--- src/hw/rtl/vfsa_pkg.sv ---
// ----------------------------------------------------------------------------
// vfsa_pkg: shared types and constants for the value histogram block
// Field widths, result codes and the records passed between the front end,
// the item queue and the back end.
// ----------------------------------------------------------------------------
`default_nettype none

package vfsa_pkg;

  // Field widths fixed by the stream format
  localparam int VALUE_W = 5;
  localparam int COUNT_W = 8;
  localparam int SUM_W   = 12;
  localparam int MEAN_W  = 5;

  // Saturation limit of the running sum
  localparam logic [SUM_W-1:0] SUM_MAX = {SUM_W{1'b1}};

  // Result kinds carried in tuser
  localparam logic KIND_ENTRY   = 1'b0;
  localparam logic KIND_SUMMARY = 1'b1;

  // Item queue between front and back
  localparam int QUEUE_DEPTH = 4;
  localparam int QUEUE_AW    = 2;

  // Classified item as queued by the front end; the batch totals ride along
  // so the back end has them on the marked item
  typedef struct packed {
    logic [VALUE_W-1:0] value;
    logic               count_it;
    logic               last;
    logic [SUM_W-1:0]   sum;
    logic [COUNT_W-1:0] total;
    logic               drop;
  } vfsa_item_t;

  // One result as produced by the back end
  typedef struct packed {
    logic               kind;
    logic [VALUE_W-1:0] value;
    logic [COUNT_W-1:0] occurrences;
    logic [SUM_W-1:0]   total_sum;
    logic [MEAN_W-1:0]  mean_rounded;
    logic               overflowed;
    logic               last_result;
  } vfsa_result_t;

endpackage

`default_nettype wire

--- src/hw/rtl/vfsa_fifo.sv ---
// ----------------------------------------------------------------------------
// vfsa_fifo: short item queue
// Four-entry first-in first-out buffer of classified items with show-ahead
// read data, decoupling the front end from the back end.
// ----------------------------------------------------------------------------
`default_nettype none

module vfsa_fifo (
  input  logic                clk,
  input  logic                rst,
  input  logic                push,
  input  vfsa_pkg::vfsa_item_t push_item,
  output logic                full,
  input  logic                pop,
  output vfsa_pkg::vfsa_item_t pop_item,
  output logic                empty
);
  import vfsa_pkg::*;

  vfsa_item_t          store [QUEUE_DEPTH];
  logic [QUEUE_AW-1:0] wr_ptr;
  logic [QUEUE_AW-1:0] rd_ptr;
  logic [QUEUE_AW:0]   fill;

  assign full     = (fill == (QUEUE_AW+1)'(QUEUE_DEPTH));
  assign empty    = (fill == '0);
  assign pop_item = store[rd_ptr];

  // Write the entry at the tail
  always_ff @(posedge clk) begin
    if (push && !full) begin
      store[wr_ptr] <= push_item;
    end
  end

  // Advance pointers and fill count
  always_ff @(posedge clk) begin
    if (rst) begin
      wr_ptr <= '0;
      rd_ptr <= '0;
      fill   <= '0;
    end else begin
      if (push && !full) begin
        wr_ptr <= wr_ptr + 1'b1;
      end
      if (pop && !empty) begin
        rd_ptr <= rd_ptr + 1'b1;
      end
      case ({push && !full, pop && !empty})
        2'b10:   fill <= fill + 1'b1;
        2'b01:   fill <= fill - 1'b1;
        default: fill <= fill;
      endcase
    end
  end

endmodule

`default_nettype wire

--- src/hw/rtl/vfsa_front.sv ---
// ----------------------------------------------------------------------------
// vfsa_front: input classification and batch totals
// Accepts one value per transfer, sorts it into counted, dropped or ignored,
// keeps item count, saturating sum and drop flag, and queues the item.
// ----------------------------------------------------------------------------
`default_nettype none

module vfsa_front #(
  parameter int BINS      = 32,
  parameter int MAX_ITEMS = 128
) (
  input  logic                          clk,
  input  logic                          rst,
  input  logic                          in_valid,
  output logic                          in_ready,
  input  logic [vfsa_pkg::VALUE_W-1:0]  in_value,
  input  logic                          in_last,
  output logic                          push,
  output vfsa_pkg::vfsa_item_t           push_item,
  input  logic                          queue_full
);
  import vfsa_pkg::*;

  logic [COUNT_W-1:0] item_total;
  logic [SUM_W-1:0]   running_sum;
  logic               drop_flag;

  logic               take;
  logic               in_range;
  logic               at_limit;
  logic               count_it;
  logic [SUM_W:0]     sum_wide;
  logic [COUNT_W-1:0] item_total_next;
  logic [SUM_W-1:0]   running_sum_next;
  logic               drop_flag_next;

  assign in_ready = !queue_full;
  assign take     = in_valid && in_ready;

  // Classify the incoming value
  assign in_range = ({1'b0, in_value} < (VALUE_W+1)'(BINS));
  assign at_limit = (item_total >= COUNT_W'(MAX_ITEMS));
  assign count_it = in_range && !at_limit;

  // Update the batch totals
  assign sum_wide         = {1'b0, running_sum} + (SUM_W+1)'(in_value);
  assign running_sum_next = !count_it     ? running_sum :
                            sum_wide[SUM_W] ? SUM_MAX : sum_wide[SUM_W-1:0];
  assign item_total_next  = count_it ? item_total + 1'b1 : item_total;
  assign drop_flag_next   = drop_flag || (in_range && at_limit);

  // Queue the classified item with the totals after it
  assign push                = take;
  assign push_item.value     = in_value;
  assign push_item.count_it  = count_it;
  assign push_item.last      = in_last;
  assign push_item.sum       = running_sum_next;
  assign push_item.total     = item_total_next;
  assign push_item.drop      = drop_flag_next;

  // Hold totals; clear them once the marked item is queued
  always_ff @(posedge clk) begin
    if (rst) begin
      item_total  <= '0;
      running_sum <= '0;
      drop_flag   <= 1'b0;
    end else if (take) begin
      if (in_last) begin
        item_total  <= '0;
        running_sum <= '0;
        drop_flag   <= 1'b0;
      end else begin
        item_total  <= item_total_next;
        running_sum <= running_sum_next;
        drop_flag   <= drop_flag_next;
      end
    end
  end

endmodule

`default_nettype wire

--- src/hw/rtl/vfsa_div.sv ---
// ----------------------------------------------------------------------------
// vfsa_div: rounded mean divider
// Restoring division of the sum by the item count, one quotient bit a cycle,
// then round to nearest with ties to even. A zero count gives zero.
// ----------------------------------------------------------------------------
`default_nettype none

module vfsa_div (
  input  logic                          clk,
  input  logic                          rst,
  input  logic                          start,
  input  logic [vfsa_pkg::SUM_W-1:0]    dividend,
  input  logic [vfsa_pkg::COUNT_W-1:0]  divisor,
  output logic                          done,
  output logic [vfsa_pkg::MEAN_W-1:0]   mean
);
  import vfsa_pkg::*;

  localparam int STEP_W = $clog2(SUM_W);

  logic               busy;
  logic [STEP_W-1:0]  step;
  logic [SUM_W-1:0]   quo;
  logic [COUNT_W-1:0] rem;
  logic [COUNT_W-1:0] dvs;
  logic               zero_div;

  logic [COUNT_W:0]   trial;
  logic               fits;
  logic [COUNT_W:0]   diff;
  logic [COUNT_W:0]   twice_rem;
  logic               round_up;
  logic [SUM_W-1:0]   quo_rounded;

  // One restoring step
  assign trial = {rem, quo[SUM_W-1]};
  assign fits  = (trial >= {1'b0, dvs});
  assign diff  = trial - {1'b0, dvs};

  // Round to nearest, ties to even
  assign twice_rem   = {rem, 1'b0};
  assign round_up    = (twice_rem > {1'b0, dvs}) || ((twice_rem == {1'b0, dvs}) && quo[0]);
  assign quo_rounded = quo + SUM_W'(round_up);
  assign mean        = zero_div ? '0 : quo_rounded[MEAN_W-1:0];

  // Iterate one bit per cycle
  always_ff @(posedge clk) begin
    if (rst) begin
      busy     <= 1'b0;
      done     <= 1'b0;
      step     <= '0;
      zero_div <= 1'b0;
    end else if (start) begin
      zero_div <= (divisor == '0);
      busy     <= (divisor != '0);
      done     <= (divisor == '0);
      step     <= '0;
    end else if (busy) begin
      step <= step + 1'b1;
      if (step == STEP_W'(SUM_W-1)) begin
        busy <= 1'b0;
        done <= 1'b1;
      end
    end
  end

  // Quotient and remainder datapath
  always_ff @(posedge clk) begin
    if (start) begin
      quo <= dividend;
      rem <= '0;
      dvs <= divisor;
    end else if (busy) begin
      rem <= fits ? diff[COUNT_W-1:0] : trial[COUNT_W-1:0];
      quo <= {quo[SUM_W-2:0], fits};
    end
  end

endmodule

`default_nettype wire

--- src/hw/rtl/vfsa_back.sv ---
// ----------------------------------------------------------------------------
// vfsa_back: histogram store and result sequencer
// Updates the bin counts and first-seen order from queued items, then on the
// marked item walks the order list, emits entries and the summary, clears.
// ----------------------------------------------------------------------------
`default_nettype none

module vfsa_back #(
  parameter int BINS = 32
) (
  input  logic                   clk,
  input  logic                   rst,
  input  logic                   queue_empty,
  input  vfsa_pkg::vfsa_item_t    queue_item,
  output logic                   pop,
  output logic                   out_valid,
  input  logic                   out_ready,
  output vfsa_pkg::vfsa_result_t  out_result
);
  import vfsa_pkg::*;

  // Values above 31 cannot arrive, so the store is never deeper than 32
  localparam int CNT_D  = (BINS < (1 << VALUE_W)) ? BINS : (1 << VALUE_W);
  localparam int CNT_AW = $clog2(CNT_D);

  localparam logic [2:0] S_LOAD = 3'd0;
  localparam logic [2:0] S_NEXT = 3'd1;
  localparam logic [2:0] S_CNT  = 3'd2;
  localparam logic [2:0] S_ENT  = 3'd3;
  localparam logic [2:0] S_SUM  = 3'd4;

  logic [2:0]         state;

  // Update stage holding the item whose count is being read
  logic               b_valid;
  vfsa_item_t         b_item;

  // Count memory with per-entry valid bits
  logic [COUNT_W-1:0] cnt_mem [CNT_D];
  logic [CNT_D-1:0]   cnt_vld;
  logic               cnt_re;
  logic [CNT_AW-1:0]  cnt_ra;
  logic [COUNT_W-1:0] cnt_rd;
  logic               cnt_we;
  logic [CNT_AW-1:0]  cnt_wa;
  logic [COUNT_W-1:0] cnt_wd;

  // First-seen order memory
  logic [VALUE_W-1:0] ord_mem [CNT_D];
  logic               ord_we;
  logic               ord_re;
  logic [VALUE_W-1:0] ord_rd;

  logic [CNT_AW:0]    distinct_total;
  logic [CNT_AW:0]    walk;
  logic [SUM_W-1:0]   sum_hold;
  logic               drop_hold;

  logic               out_free;
  logic               load_ent;
  logic               load_sum;
  logic               div_start;
  logic               div_done;
  logic [MEAN_W-1:0]  div_mean;

  // Pop one item a cycle while loading; stop behind the marked item
  assign pop = (state == S_LOAD) && !queue_empty && !(b_valid && b_item.last);

  assign cnt_re = pop || (state == S_CNT);
  assign cnt_ra = (state == S_CNT) ? ord_rd[CNT_AW-1:0] : queue_item.value[CNT_AW-1:0];
  assign cnt_we = b_valid && b_item.count_it;
  assign cnt_wa = b_item.value[CNT_AW-1:0];
  assign cnt_wd = cnt_rd + 1'b1;
  assign ord_we = cnt_we && (cnt_rd == '0);
  assign ord_re = (state == S_NEXT) && (walk < distinct_total);

  assign out_free  = !out_valid || out_ready;
  assign load_ent  = (state == S_ENT) && out_free;
  assign load_sum  = (state == S_SUM) && div_done && out_free;
  assign div_start = b_valid && b_item.last;

  vfsa_div u_div (
    .clk      (clk),
    .rst      (rst),
    .start    (div_start),
    .dividend (b_item.sum),
    .divisor  (b_item.total),
    .done     (div_done),
    .mean     (div_mean)
  );

  // Count memory write
  always_ff @(posedge clk) begin
    if (cnt_we) begin
      cnt_mem[cnt_wa] <= cnt_wd;
    end
  end

  // Count memory read; forward a same-cycle write, unwritten entries read zero
  always_ff @(posedge clk) begin
    if (cnt_re) begin
      if (cnt_we && (cnt_wa == cnt_ra)) begin
        cnt_rd <= cnt_wd;
      end else if (cnt_vld[cnt_ra]) begin
        cnt_rd <= cnt_mem[cnt_ra];
      end else begin
        cnt_rd <= '0;
      end
    end
  end

  // Order memory write and read
  always_ff @(posedge clk) begin
    if (ord_we) begin
      ord_mem[distinct_total[CNT_AW-1:0]] <= b_item.value;
    end
    if (ord_re) begin
      ord_rd <= ord_mem[walk[CNT_AW-1:0]];
    end
  end

  // Advance the popped item into the update stage
  always_ff @(posedge clk) begin
    if (pop) begin
      b_item <= queue_item;
    end
  end

  // Capture the batch totals with the marked item
  always_ff @(posedge clk) begin
    if (div_start) begin
      sum_hold  <= b_item.sum;
      drop_hold <= b_item.drop;
    end
  end

  // Sequence loading, walking and summary; clear the store at the end
  always_ff @(posedge clk) begin
    if (rst) begin
      state          <= S_LOAD;
      b_valid        <= 1'b0;
      cnt_vld        <= '0;
      distinct_total <= '0;
      walk           <= '0;
    end else begin
      b_valid <= pop;
      if (cnt_we) begin
        cnt_vld[cnt_wa] <= 1'b1;
      end
      if (ord_we) begin
        distinct_total <= distinct_total + 1'b1;
      end
      case (state)
        S_LOAD: begin
          if (div_start) begin
            walk  <= '0;
            state <= S_NEXT;
          end
        end
        S_NEXT: begin
          state <= ord_re ? S_CNT : S_SUM;
        end
        S_CNT: begin
          state <= S_ENT;
        end
        S_ENT: begin
          if (load_ent) begin
            walk  <= walk + 1'b1;
            state <= S_NEXT;
          end
        end
        S_SUM: begin
          if (load_sum) begin
            cnt_vld        <= '0;
            distinct_total <= '0;
            state          <= S_LOAD;
          end
        end
        default: begin
          state <= S_LOAD;
        end
      endcase
    end
  end

  // Output register: hold until taken
  always_ff @(posedge clk) begin
    if (rst) begin
      out_valid <= 1'b0;
    end else if (load_ent || load_sum) begin
      out_valid <= 1'b1;
    end else if (out_ready) begin
      out_valid <= 1'b0;
    end
  end

  always_ff @(posedge clk) begin
    if (load_ent) begin
      out_result.kind         <= KIND_ENTRY;
      out_result.value        <= ord_rd;
      out_result.occurrences  <= cnt_rd;
      out_result.total_sum    <= '0;
      out_result.mean_rounded <= '0;
      out_result.overflowed   <= 1'b0;
      out_result.last_result  <= 1'b0;
    end else if (load_sum) begin
      out_result.kind         <= KIND_SUMMARY;
      out_result.value        <= '0;
      out_result.occurrences  <= '0;
      out_result.total_sum    <= sum_hold;
      out_result.mean_rounded <= div_mean;
      out_result.overflowed   <= drop_hold;
      out_result.last_result  <= 1'b1;
    end
  end

  // Checks
  a_pop_only_loading: assert property (@(posedge clk) disable iff (rst)
    pop |-> (state == S_LOAD))
    else $error("item popped outside loading");

  a_distinct_bound: assert property (@(posedge clk) disable iff (rst)
    distinct_total <= (CNT_AW+1)'(CNT_D))
    else $error("distinct count beyond store depth");

  a_count_nonzero: assert property (@(posedge clk) disable iff (rst)
    cnt_we |-> (cnt_wd != '0))
    else $error("count wrapped to zero");

  a_summary_clears: assert property (@(posedge clk) disable iff (rst)
    load_sum |=> (distinct_total == '0) && (cnt_vld == '0))
    else $error("store not cleared after summary");

endmodule

`default_nettype wire

--- src/hw/rtl/value_frequency_sum_average_top.sv ---
// ----------------------------------------------------------------------------
// value_frequency_sum_average_top: histogram with sum and rounded mean
// Counts a batch of small values, then reports each distinct value with its
// count in order of first appearance, followed by a sum and mean summary.
// ----------------------------------------------------------------------------
//
//   channel   dir   width               contents
//   s_*       in    tdata 8, tlast      sample value; tlast marks batch end
//   m_*       out   tdata 32, tuser 1   entry or summary; tlast on summary
//
// Loading takes one item per cycle: the count memory is read as an item
// leaves the queue and written the next cycle, with a bypass for repeats.
// On the marked item each distinct value passes through an order read, a count
// read and an output step, and the summary waits for the mean divider.
// The store is cleared in the summary cycle; no clearing pass after reset.
// Reset clears all control state. Either side may stall; the four-entry
// queue keeps accepting until full while results wait in the output register.
// ----------------------------------------------------------------------------
`default_nettype none

module value_frequency_sum_average_top #(
  parameter int BINS      = 32,
  parameter int MAX_ITEMS = 128
) (
  input  logic        clk,
  input  logic        rst,
  input  logic        s_tvalid,
  output logic        s_tready,
  input  logic [7:0]  s_tdata,   // [4:0] sample_value, [7:5] zero
  input  logic        s_tlast,   // last_item
  output logic        m_tvalid,
  input  logic        m_tready,
  output logic [31:0] m_tdata,   // [4:0] value, [12:5] occurrences, [24:13] total_sum,
                                 // [29:25] mean_rounded, [30] overflowed, [31] zero
  output logic        m_tuser,   // result_kind
  output logic        m_tlast    // last_result
);
  import vfsa_pkg::*;

  logic         push;
  vfsa_item_t   push_item;
  logic         queue_full;
  logic         pop;
  vfsa_item_t   pop_item;
  logic         queue_empty;
  vfsa_result_t result;

  vfsa_front #(
    .BINS      (BINS),
    .MAX_ITEMS (MAX_ITEMS)
  ) u_front (
    .clk        (clk),
    .rst        (rst),
    .in_valid   (s_tvalid),
    .in_ready   (s_tready),
    .in_value   (s_tdata[VALUE_W-1:0]),
    .in_last    (s_tlast),
    .push       (push),
    .push_item  (push_item),
    .queue_full (queue_full)
  );

  vfsa_fifo u_fifo (
    .clk       (clk),
    .rst       (rst),
    .push      (push),
    .push_item (push_item),
    .full      (queue_full),
    .pop       (pop),
    .pop_item  (pop_item),
    .empty     (queue_empty)
  );

  vfsa_back #(
    .BINS (BINS)
  ) u_back (
    .clk         (clk),
    .rst         (rst),
    .queue_empty (queue_empty),
    .queue_item  (pop_item),
    .pop         (pop),
    .out_valid   (m_tvalid),
    .out_ready   (m_tready),
    .out_result  (result)
  );

  // Pack the result onto the stream
  assign m_tdata = {1'b0, result.overflowed, result.mean_rounded, result.total_sum,
                    result.occurrences, result.value};
  assign m_tuser = result.kind;
  assign m_tlast = result.last_result;

endmodule

`default_nettype wire

--- config.mk ---
export PLATFORM = sky130hd
export DESIGN_NAME = value_frequency_sum_average_top
export DESIGN_NICKNAME = d
export VERILOG_FILES = /design/src/hw/rtl/vfsa_pkg.sv /design/src/hw/rtl/vfsa_fifo.sv /design/src/hw/rtl/vfsa_front.sv /design/src/hw/rtl/vfsa_div.sv /design/src/hw/rtl/vfsa_back.sv /design/src/hw/rtl/value_frequency_sum_average_top.sv
export SDC_FILE = /design/constraint.sdc
export NUM_CORES = 1
export LEC_CHECK = 0
export BUFFER_PORTS_ARGS = -buffer_cell sky130_fd_sc_hd__buf_2
export CAP_MARGIN = 20
export CORE_MARGIN = 3
export CORE_UTILIZATION = 45
export DETAILED_ROUTE_END_ITERATION = 16
export MAX_ROUTING_LAYER = met4
export PLACE_DENSITY = 0.57
export SLEW_MARGIN = 20
export SYNTH_ARGS = -nofsm -noshare
export SYNTH_HDL_FRONTEND = slang
export SYNTH_HIERARCHICAL = 1
export SYNTH_SLANG_ARGS = --single-unit
--- constraint.sdc ---
create_clock -name clk -period 4 [get_ports clk]
set_input_delay 0.2 -clock clk [delete_from_list [all_inputs] [get_ports clk]]
set_output_delay 0.2 -clock clk [all_outputs]
set_load 0.1 [all_outputs]
==> tab_implementation.tex, run 1 <==
\begin{tabular}{lr}
\hline
Metric & Value \\
\hline
\multicolumn{2}{l}{\textbf{Drt}} \\
Per-cell via count in the routed design & around 5.7 \\
WL final & 66.7 mm \\
Average detailed-routed wire length per instance & 21.9 um \\
Drc violations & 0 \\
Count of routing violations after the opening detailed-route iteration & 1523 \\
Final antenna-violating net count & 0 \\
Number of iterations in the first detailed-routing pass & 5 \\
Total number of vias & between 15000 and 20000 \\
\multicolumn{2}{l}{\textbf{Timing}} \\
Number of endpoints with negative hold slack in the final report & 0 \\
Max-slew headroom at the worst pin & approximately 29\% \\
Setup TNS Final & 0 ns \\
Max Fclk & 0.285 GHz \\
Tightest Pin Transition & 1.06 ns \\
Worst clock skew & 0.0219 ns \\
Worst Hold Margin & 0.0388 ns \\
Setup violators final & 0 \\
Fin crit share & between 80\% and 90\% \\
Setup repair after global routing missed its margin & no \\
Final worst path period need & 3.51 ns \\
Number of max-slew violations in the final report & 0 \\
\multicolumn{2}{l}{\textbf{Worst setup path}} \\
Critical Path Source Type & register \\
Slowest Stage Delay on Critical Path & 0.69 ns \\
Worst-path cell chain & or3b\_1, mux2i\_2, nand2\_1, nor2\_1, a21oi\_1, and4\_1, a22o\_1 \\
Data arrival at the endpoint of the critical path & 3.85 ns \\
Peak fanout along the critical path & 10 \\
Capturing element type of the critical path & register \\
Startpoint-to-endpoint class of the critical path & register to register \\
Endpoint required time on the critical path & roughly 4.3 ns \\
CP max-delay cell & or3b\_1 \\
\multicolumn{2}{l}{\textbf{Logic synthesis}} \\
Count of synthesis-stage warnings from yosys & 6 \\
Post-synth EDFFs & 615 \\
Seq cells post-synth & between 700 and 800 \\
Most used flip-flop cell after synthesis & edfxtp\_1 \\
Cell area after synthesis & approximately 30000 um2 \\
Syn nets & 2107 \\
Async set-reset flop share out of synthesis & 0\% \\
Library cell with the largest summed area after synthesis & edfxtp\_1 \\
Most frequent cell after synthesis & edfxtp\_1 \\
Top post-synthesis cells by area & edfxtp\_1 62\%, dfxtp\_1 7.6\%, mux4\_2 5.5\%, nand2\_1 3.0\%, a21oi\_1 3.0\% \\
Count of unique library cells instantiated by Yosys & 86 \\
Area share of the largest cell type after synthesis & around 62\% \\
Avg Synthesized Cell Area & 14.4 um2 \\
Count of mapped cells out of synthesis & 2056 \\
Top post-synthesis cells by count & 615 x edfxtp\_1, 236 x nand2\_1, 195 x nor2\_1 \\
Sequential area share after synthesis & a little over two thirds \\
\multicolumn{2}{l}{\textbf{Cells and area}} \\
Share of the core filled with cells & about half \\
NumNets Final & 2177 \\
Fraction of layout cells with a size suffix above 1 & between 10\% and 20\% \\
Flip-flop and latch area & 20700 um2 \\
Layout overhead on the synthesized area & 13.1\% \\
Final non-filler cell total & 3043 \\
Area taken by multi-input logic gates & 8310 um2 \\
Number of diodes added for antenna fixing & 0 \\
Number of filler cells placed in the layout & between 5000 and 6000 \\
\multicolumn{2}{l}{\textbf{Placement}} \\
Number of buffers added on ports & 44 \\
Routability Congestion & 0.888 \\
Total instance count after detailed placement & 2897 \\
Final HPWL from detailed placement & 43.6 mm \\
\multicolumn{2}{l}{\textbf{Global route}} \\
Global-route wire length before repair & 103 mm \\
Total Routing Usage GR & 19.7\% \\
Pin count of the biggest net entering global routing & 50 \\
Via count of the first global-routing pass & around 17000 \\
Global route total overflow & 0 \\
Number of antenna violations at the first check in global routing & 2 \\
\multicolumn{2}{l}{\textbf{Clocking}} \\
H-Tree Depth & 3 \\
Number of sinks driven by the clock tree & 728 \\
Number of buffers created by CTS & 76 \\
Post-CTS setup repair buffer count & 0 \\
Clock latency on the worst-skew pair & 0.61 ns \\
Count of hold-fix buffers inserted at cts & 6 \\
Clk Tree Root Cell & clkbuf\_16 \\
Number of buffers between clock root and the deepest sink & 3 \\
Post-cts repair resize count & 0 \\
TritonCTS clock tree & yes \\
Reg clk slew, reported paths & about 0.060 ns \\
\multicolumn{2}{l}{\textbf{Outcome}} \\
Status & finished clean \\
\multicolumn{2}{l}{\textbf{Floorplan}} \\
Chip height & 263 um \\
Number of top-level design ports & slightly below 50 \\
Die outline area & $\sim$69000 um2 \\
Initial Utilization & 45.7\% \\
Width of the chip & 263 um \\
Cell row count & 93 \\
Core Box Area & 64900 um2 \\
\multicolumn{2}{l}{\textbf{Power and ir drop}} \\
Clock network fraction of design power & 30.7\% \\
Max IR drop VDD & 0.388 mV \\
Switching part of the total & 31.3\% \\
Switching component of the power & about 7.4 mW \\
Sequential Power Share & 44.3\% \\
Power Internal & roughly 16 mW \\
Leakage power & 11.2 nW \\
Combinational power share & 25.0\% \\
PwrDens & 699 nW/um2 \\
\multicolumn{2}{l}{\textbf{Hold path}} \\
Hold Crit Class & input port to register \\
\multicolumn{2}{l}{\textbf{Job}} \\
Maximum Capacitance Violations & 0 \\
\hline
\end{tabular}
==> area by class of cell <==
| cell class | count | share of cell area [%] |
|---|---|---|
| clock buffers | 96 | 6.04 |
| multi-input cells | 1173 | 24.8 |
| clock inverters | 44 | 1.57 |
| flip-flops and latches | 728 | 61.8 |
| repair buffers | 106 | 2.24 |
| well taps | 855 | 3.19 |
| inverters | 41 | 0.458 |
==> power groups by stage <==
| stage | logic, mW | registers [mW] | clock network (mW) |
|---|---|---|---|
| floorplan | 3.68 | 10.6 | 0 |
| global placement | 5.78 | 10.5 | 0 |
| detailed placement | 5.87 | 10.6 | 0 |
| CTS | 5.90 | 10.4 | 7.38 |
| global route | 6.42 | 10.5 | 7.68 |
| finish | 5.86 | 10.4 | 7.20 |
==> worst paths after layout <==
check | slack [ns] | cells past startpoint | startpoint | to
worst max-delay path | 0.49 | 7 | u_back/state[1] | u_back/cnt_rd[7]
worst min register to register | 0.43 | 0 | u_back/b_item[0] | u_back/drop_hold
worst max register to register | 0.49 | 7 | u_back/state[1] | u_back/cnt_rd[7]
worst min-delay path | 0.04 | 1 | s_tlast | u_fifo/store[0][21]
==> metal layers <==
layer  global-route usage [%]  routed length (um)
met5                        -                   0
met4                     5.02                1210
met3                     2.66                3550
met2                     30.6               31400
met1                     27.8               30500
==> metrics by stage <==
stage / power, mW / setup slack, ns / area [um2]
4_1_cts: 23.7 / 0.545 / 33600
2_1_floorplan: 14.3 / 0.731 / 29700
3_3_place_gp: 16.3 / 0.601 / 31000
3_5_place_dp: 16.4 / 0.551 / 31000
5_1_grt: 24.6 / 0.263 / 33600
6_report: 23.5 / 0.489 / 33600
==> cell families (layout without fill, tap and decap cells) <==
kind of cell | count (synthesis) | in the layout | share of synthesized area, %
XOR/XNOR | 38 | 38 | 1.12
flip-flops | 728 | 728 | 69.8
multiplexers | 120 | 120 | 7.69
AND/OR/NAND/NOR | 601 | 601 | 9.16
other | 1 | 1 | 0.0126
AO/OA/AOI/OAI | 375 | 375 | 8.04
buffers and inverters | 155 | 287 | 2.49
adder cells (fa/ha/maj) | 38 | 38 | 1.68
==> critical path, delay by kind of cell, from the launching register on <==
| family | cells | cell delay (ns) |
|---|---|---|
| and+or+nand+nor | 4 | 1.77 |
| muxes | 1 | 0.60 |
| DFF | 1 | 0.47 |
| AOI/OAI and AO/OA | 2 | 0.41 |
==> layout by cell type (no fill, tap or decap), types with 12 or more instances in the layout <==
master and count:
o21ai_0 20, inv_1 39, ha_1 35, nand3_1 39
and3_1 18, dfxtp_1 110, xnor2_1 18, a21oi_1 176
mux4_2 72, buf_2 44, nand2_1 236, xor2_1 14
edfxtp_1 615, clkbuf_1 16, buf_4 52, nand2b_1 15
mux2i_1 14, clkbuf_16 77, nor2_1 195, a31oi_1 16
a22oi_1 59, nor3_1 15, clkinv_2 13, clkinv_1 12
mux2_2 22, a211oi_1 13, nand4_1 16
==> flip-flops by register name (all words and copies together) (netlist names), 6 cells and up, named ones only <==
name,cells
u_back/b_item,23
u_back/u_div/quo,12
u_back/cnt_rd,8
u_back/u_div/dvs,8
u_back/distinct_total,6
u_back/cnt_mem,256
u_front/running_sum,12
u_fifo/store,112
u_back/u_div/rem,8
u_back/walk,6
u_front/item_total,8
u_back/ord_mem,160
u_back/sum_hold,12
u_back/cnt_vld,32
u_back/out_result,32
(Power assumes the default switching activity.)
==> inputs of run 2 (changes only) <==
Settings changed: PLACE_DENSITY 0.57 to 0.69.
==> run 2 against run 1 <==
- via count up 1.1%
- cell count up 0.53%
- sequential share of layout area decreased by 0.080 points
- critical path depth is 2 higher
- flip-flop and latch count unchanged
- global-route usage is 0.46 points lower
- maximum frequency down 2.6%
- sequential power about the same
- die area unchanged
- worst setup slack worse by 0.094 ns
- first-iteration DRC count increased by 7.9%
- largest cell class unchanged
==> tab_implementation.tex, run 2 (synthesis results as in run 1) <==
\begin{tabular}{lr}
\hline
Metric & Value \\
\hline
\multicolumn{2}{l}{\textbf{Cells and area}} \\
Layout overhead on the synthesized area & 13.2\% \\
Commonest non-fill, non-tap cell in the layout & edfxtp\_1 \\
Fraction of layout cells with a size suffix above 1 & 16.6\% \\
Register with the most flip-flops & u\_back/cnt\_mem \\
Highest-count cells in the layout ignoring fill and taps & 615 x edfxtp\_1, 236 x nand2\_1, 195 x nor2\_1, 176 x a21oi\_1, 110 x dfxtp\_1 \\
NumNets Final & 2197 \\
Flip-flop count of the largest register, all copies and words added & 256 \\
\multicolumn{2}{l}{\textbf{Power and ir drop}} \\
Power Internal & 15.8 mW \\
Combinational power share & 25.5\% \\
Switching part of the total & 31.7\% \\
Sequential Power Share & 45.0\% \\
Max IR drop VDD & roughly 0.43 mV \\
Clock network fraction of design power & 29.5\% \\
Final Total Pwr & approximately 23 mW \\
PwrDens & 687 nW/um2 \\
Leakage power & $\sim$11 nW \\
Switching component of the power & 7.31 mW \\
\multicolumn{2}{l}{\textbf{Worst setup path}} \\
Startpoint of the worst register-to-register path & u\_back/state[1] \\
Slowest Stage Delay on Critical Path & 0.72 ns \\
Critical Path Source Type & register \\
Peak fanout along the critical path & 24 \\
Startpoint-to-endpoint class of the critical path & register to register \\
CP max-delay cell & mux2\_2 \\
Endpoint required time on the critical path & 4.37 ns \\
Worst-path cell chain & or3b\_1, mux2\_2, buf\_4, mux2i\_1, a221oi\_1, a31oi\_1, o22a\_1, o211ai\_1, a22o\_1 \\
Timing startpoint of the critical path & u\_back/state[1] \\
Capturing element type of the critical path & register \\
Data arrival at the endpoint of the critical path & 3.98 ns \\
\multicolumn{2}{l}{\textbf{Placement}} \\
Final HPWL from detailed placement & 42.1 mm \\
Number of buffers added on ports & between 40 and 50 \\
Routability Congestion & 0.883 \\
\multicolumn{2}{l}{\textbf{Global route}} \\
Global-route wire length before repair & 101 mm \\
Via count of the first global-routing pass & 17300 \\
Global route total overflow & 0 \\
Number of antenna violations at the first check in global routing & 1 \\
Total Routing Usage GR & 19.3\% \\
Pin count of the biggest net entering global routing & 85 \\
\multicolumn{2}{l}{\textbf{Drt}} \\
Total number of vias & about 18000 \\
Per-cell via count in the routed design & 5.74 \\
Average detailed-routed wire length per instance & 21.4 um \\
WL final & 65.6 mm \\
Drc violations & 0 \\
Number of iterations in the first detailed-routing pass & 7 \\
Count of routing violations after the opening detailed-route iteration & 1644 \\
Final antenna-violating net count & 0 \\
\multicolumn{2}{l}{\textbf{Clocking}} \\
Clock latency on the worst-skew pair & 0.62 ns \\
Number of sinks driven by the clock tree & 728 \\
Post-cts repair resize count & 0 \\
H-Tree Depth & 3 \\
Reg clk slew, reported paths & roughly 0.060 ns \\
Clk Tree Root Cell & clkbuf\_16 \\
Number of buffers between clock root and the deepest sink & 3 \\
Number of buffers created by CTS & 74 \\
TritonCTS clock tree & yes \\
\multicolumn{2}{l}{\textbf{Outcome}} \\
Status & finished clean \\
\multicolumn{2}{l}{\textbf{Floorplan}} \\
Width of the chip & 263 um \\
Cell row count & 93 \\
Initial Utilization & a little under half \\
Chip height & 263 um \\
Core Box Area & 64900 um2 \\
Die outline area & 69100 um2 \\
Number of top-level design ports & approximately 50 \\
\multicolumn{2}{l}{\textbf{Timing}} \\
Worst clock skew & 0.0270 ns \\
Fin crit share & approximately nine tenths \\
Final worst path period need & between 3 and 4 ns \\
Setup repair after global routing missed its margin & no \\
Max Fclk & between 0.2 and 0.3 GHz \\
Max-slew headroom at the worst pin & 32.6\% \\
Setup TNS Final & 0 ns \\
Setup violators final & 0 \\
Tightest Pin Transition & 1.01 ns \\
Number of endpoints with negative hold slack in the final report & 0 \\
Number of max-slew violations in the final report & 0 \\
\multicolumn{2}{l}{\textbf{Hold path}} \\
Hold Crit Class & input port to register \\
Start point of the worst hold path & s\_tvalid \\
\multicolumn{2}{l}{\textbf{Job}} \\
Maximum Capacitance Violations & 0 \\
\hline
\end{tabular}
[run 2: cell count changes in the layout (fill, tap and decap cells not counted), moves of 2 or more]
cell,delta
buf_4,+21
inv_6,-2
bufinv_16,-4
clkbuf_1,-3
[run 2: final timing paths]
kind | end | slack [ns] | depth (start not counted)
worst min register to register | u_back/drop_hold | 0.43 | 0
worst max register to register | u_back/cnt_rd[4] | 0.40 | 9
worst min-delay path | u_front/item_total[6] | 0.16 | 5
worst max-delay path | u_back/cnt_rd[4] | 0.40 | 9
[run 2: layout make-up]
class | count | area [um2]
tap | 855 | 1070
clock inverter | 42 | 439
antenna | 1 | 2.50
clock buffer | 91 | 1980
sequential | 728 | 20700
fill | 5288 | 31300
multi-input combinational | 1173 | 8310
timing repair buffer | 128 | 928
inverter | 41 | 154
[run 2: critical path, delay by kind of cell, from the launching register on]
kind            cells  cell delay (ns)
compound gates      5             0.97
buf+inv             1             0.28
flops               1             0.50
mux                 2             0.95
simple gates        1             0.66
[run 2: metrics by stage]
step	std cells	hold slack, ns	worst slack [ns]	utilization [%]	cell area (um2)
global route	3059	0.154	0.267	51.8	33600
finish	3059	0.161	0.396	51.8	33600
CTS	3058	0.110	0.457	51.8	33600
detailed placement	2919	0.416	0.489	48.0	31100
global placement	2919	0.403	0.574	48.0	31100
floorplan	2056	0.269	0.731	-	29700
[run 2: routing by layer]
layer  track usage, %  wire [um]  part of all wire [%]
met1             25.7      27600                    42
met2             30.7      31900                    49
met5                -          0                     0
met3             3.24       4460                   6.8
met4             5.57       1630                   2.5
[run 2: power by group through the flow]
stage	sequential (mW)	clock [mW]	combinational [mW]
floorplan	10.6	0	3.68
global placement	10.5	0	5.65
detailed placement	10.5	0	5.83
CTS	10.4	6.95	5.88
global route	10.5	7.24	6.39
finish	10.4	6.81	5.89
[run 2: repair_timing]
action	4_1_cts	5_1_grt
hold buffers	6	0
hold endpoints to repair	24	0
setup buffers	0	0
==> inputs of run 3 (changes only) <==
Settings changed: SYNTH_HIERARCHICAL 1 to default.
==> run 3 against run 2 <==
- synthesized cell count fell by 13%
- largest cell class unchanged
- design area decreased by 1.8%
- power decreased by 2.6%
- critical endpoint is now u_back.cnt_rd[6]
- die area down 2.4%
- utilization grew 0.29 points
- clock-buffer cell count up 3
- highest routed layer unchanged
- non-clock buffer count fell by 3
- register-to-register slack worse by 0.20 ns
==> tab_implementation.tex, run 3 <==
\begin{tabular}{lr}
\hline
Metric & Value \\
\hline
\multicolumn{2}{l}{\textbf{Outcome}} \\
Status & finished clean \\
\multicolumn{2}{l}{\textbf{Global route}} \\
Global-route wire length before repair & 95.2 mm \\
Number of antenna violations at the first check in global routing & 1 \\
Via count of the first global-routing pass & 16000 \\
Total Routing Usage GR & 19.0\% \\
Global route total overflow & 0 \\
Pin count of the biggest net entering global routing & 46 \\
\multicolumn{2}{l}{\textbf{Timing}} \\
Setup repair after global routing missed its margin & no \\
Number of endpoints with negative hold slack in the final report & 0 \\
Max-slew headroom at the worst pin & 26.6\% \\
Fin crit share & 95.2\% \\
Max Fclk & between 0.2 and 0.3 GHz \\
Number of max-slew violations in the final report & 0 \\
Worst Hold Margin & 0.131 ns \\
Tightest Pin Transition & between 1 and 1.5 ns \\
Setup TNS Final & 0 ns \\
Setup violators final & 0 \\
Final worst path period need & 3.81 ns \\
Worst clock skew & 0.0158 ns \\
\multicolumn{2}{l}{\textbf{Logic synthesis}} \\
Post-synthesis mux area share & 11.2\% \\
Post-synthesis compound-gate area fraction & 4.74\% \\
Count of unique library cells instantiated by Yosys & 67 \\
Dominant combinational cell family by area after synthesis & multiplexers \\
Post-synth EDFFs & 615 \\
Library cell with the largest summed area after synthesis & edfxtp\_1 \\
Avg Synthesized Cell Area & around 16 um2 \\
Cell area after synthesis & 29000 um2 \\
Count of synthesis-stage warnings from yosys & 0 \\
Top post-synthesis cells by count & 615 x edfxtp\_1, 193 x nor2\_1, 150 x nand2\_1 \\
Adder-cell share of the synthesized area & 1.72\% \\
Async set-reset flop share out of synthesis & 0\% \\
Xor-xnor portion of the synthesized cell area & 1.48\% \\
Top post-synthesis cells by area & edfxtp\_1 64\%, mux4\_2 8.9\%, dfxtp\_1 7.8\%, nor2\_1 2.5\%, nand2\_1 1.9\% \\
Most frequent cell after synthesis & edfxtp\_1 \\
Sequential area share after synthesis & 71.6\% \\
Most used flip-flop cell after synthesis & edfxtp\_1 \\
Syn nets & 1842 \\
Area share of the largest cell type after synthesis & 63.7\% \\
Seq cells post-synth & roughly 730 \\
Count of mapped cells out of synthesis & 1791 \\
Area share of and/or/nand/nor cells after synthesis & 7.38\% \\
\multicolumn{2}{l}{\textbf{Worst setup path}} \\
Data arrival at the endpoint of the critical path & 4.29 ns \\
Startpoint of the worst register-to-register path & u\_back.state[2] \\
Dominant cell type by count on the critical path & buf\_4 \\
Critical Path Source Type & register \\
Worst-path cell chain & or3b\_1, buf\_4, mux2i\_1, buf\_4, nor2b\_1, nand2\_1, o221ai\_1, a211oi\_1, a211oi\_2, a32o\_1 \\
Timing startpoint of the critical path & u\_back.state[2] \\
Peak fanout along the critical path & 14 \\
Startpoint-to-endpoint class of the critical path & register to register \\
Reg2reg end & u\_back.cnt\_rd[6] \\
Endpoint required time on the critical path & 4.48 ns \\
Worst setup slack for register-to-register paths & 0.19 ns \\
Cells on worst reg2reg path & 10 \\
Slowest Stage Delay on Critical Path & about 0.51 ns \\
CP max-delay cell & a211oi\_2 \\
Capturing element type of the critical path & register \\
\multicolumn{2}{l}{\textbf{Floorplan}} \\
Die outline area & 67500 um2 \\
Number of top-level design ports & 49 \\
Cell row count & 92 \\
Core Box Area & 63400 um2 \\
Initial Utilization & a little under half \\
Width of the chip & 260 um \\
Chip height & 260 um \\
\multicolumn{2}{l}{\textbf{Drt}} \\
Average detailed-routed wire length per instance & 22.0 um \\
Number of iterations in the first detailed-routing pass & 6 \\
WL final & 61.9 mm \\
Total number of vias & 15900 \\
Drc violations & 0 \\
Per-cell via count in the routed design & 5.66 \\
Count of routing violations after the opening detailed-route iteration & between 1000 and 1500 \\
Final antenna-violating net count & 0 \\
\multicolumn{2}{l}{\textbf{Power and ir drop}} \\
Max IR drop VDD & 0.478 mV \\
PwrDens & 681 nW/um2 \\
Leakage power & 11.2 nW \\
\multicolumn{2}{l}{\textbf{Clocking}} \\
Number of buffers created by CTS & 73 \\
Clk Tree Root Cell & clkbuf\_16 \\
Clock latency on the worst-skew pair & 0.61 ns \\
Count of hold-fix buffers inserted at cts & 6 \\
Post-cts repair resize count & 0 \\
H-Tree Depth & 3 \\
Post-CTS setup repair buffer count & 0 \\
Reg clk slew, reported paths & about 0.060 ns \\
Number of sinks driven by the clock tree & 728 \\
TritonCTS clock tree & yes \\
Number of buffers between clock root and the deepest sink & 3 \\
\multicolumn{2}{l}{\textbf{Cells and area}} \\
Final design instance area without fill & 33000 um2 \\
NumNets Final & roughly 2000 \\
Register with the most flip-flops & u\_back.cnt\_mem \\
Number of filler cells placed in the layout & about 5000 \\
Highest-count cells in the layout ignoring fill and taps & 615 x edfxtp\_1, 192 x nor2\_1, 150 x nand2\_1, 114 x mux4\_2, 110 x dfxtp\_1 \\
Fraction of layout cells with a size suffix above 1 & 19.5\% \\
Flip-flop and latch area & 20700 um2 \\
Number of diodes added for antenna fixing & 0 \\
Flip-flop count of the largest register, all copies and words added & 256 \\
Area taken by multi-input logic gates & 7760 um2 \\
Commonest non-fill, non-tap cell in the layout & edfxtp\_1 \\
Layout overhead on the synthesized area & 14.0\% \\
Final non-filler cell total & 2814 \\
\multicolumn{2}{l}{\textbf{Placement}} \\
Total instance count after detailed placement & 2672 \\
Routability Congestion & 0.889 \\
Number of buffers added on ports & 44 \\
Standard cell area after detailed placement & 30500 um2 \\
Final HPWL from detailed placement & 39.1 mm \\
\multicolumn{2}{l}{\textbf{Hold path}} \\
Hold Crit Class & input port to register \\
Hold Path Depth & 3 \\
Start point of the worst hold path & m\_tready \\
Endpoint, Worst Hold & u\_back.out\_valid \\
\multicolumn{2}{l}{\textbf{Job}} \\
Maximum Capacitance Violations & 0 \\
\hline
\end{tabular}
## run 3: area by class of cell
| type | count | share of cell area (%) |
|---|---|---|
| well taps | 846 | 3.21 |
| flip-flops and latches | 728 | 62.8 |
| repair buffers | 125 | 2.59 |
| clock buffers | 94 | 5.96 |
| inverters | 37 | 0.421 |
| multi-input cells | 942 | 23.5 |
| clock inverters | 42 | 1.55 |
## run 3: worst max-delay path by stage
stage	end	depth (start not counted)
3_3_place_gp	u_back.cnt_rd[7]	7
5_1_grt	u_back.cnt_rd[6]	10
2_1_floorplan	u_fifo.fill[2]	12
6_report	u_back.cnt_rd[6]	10
4_1_cts	u_back.cnt_rd[7]	7
3_5_place_dp	u_back.cnt_rd[6]	10
## run 3: cells by family after synthesis
logic type	count (synthesis)
AOI/OAI and AO/OA	195
xor gates and xnor gates	49
adders and majority gates	38
buffers and inverters	121
DFF	728
muxes	177
other	1
and+or+nand+nor	482
## run 3: report_power, final
group | switching (mW) | internal, mW
combinational | 3.49 | 1.74
sequential | 0.439 | 9.88
clock | 2.89 | 4.05
## run 3: critical path: cells and delay by family (launching register included)
family	cells	cell delay, ns
flip-flops	1	0.37
AO/OA/AOI/OAI	4	1.38
multiplexers	1	0.15
AND/OR/NAND/NOR	3	1.35
buffers and inverters	2	0.41
## run 3: per-layer routing
layer,part of all wire [%],GRT usage (%),up-vias
li1,-,-,7131
met1,43,25.7,8157
met2,48,29.3,524
met3,6.8,3.69,104
met4,2.5,6.31,0
met5,0,-,-
## run 3: metrics by stage
| step | setup slack, ns | utilization [%] | total power, mW |
|---|---|---|---|
| after detailed placement | 0.288 | 48.1 | 15.7 |
| after floorplan | 0.453 | - | 13.8 |
| after global placement | 0.418 | 48.1 | 15.5 |
| final | 0.193 | 52.1 | 22.5 |
| after global routing | 0.0399 | 52.1 | 23.4 |
| after CTS | 0.234 | 52.1 | 22.6 |
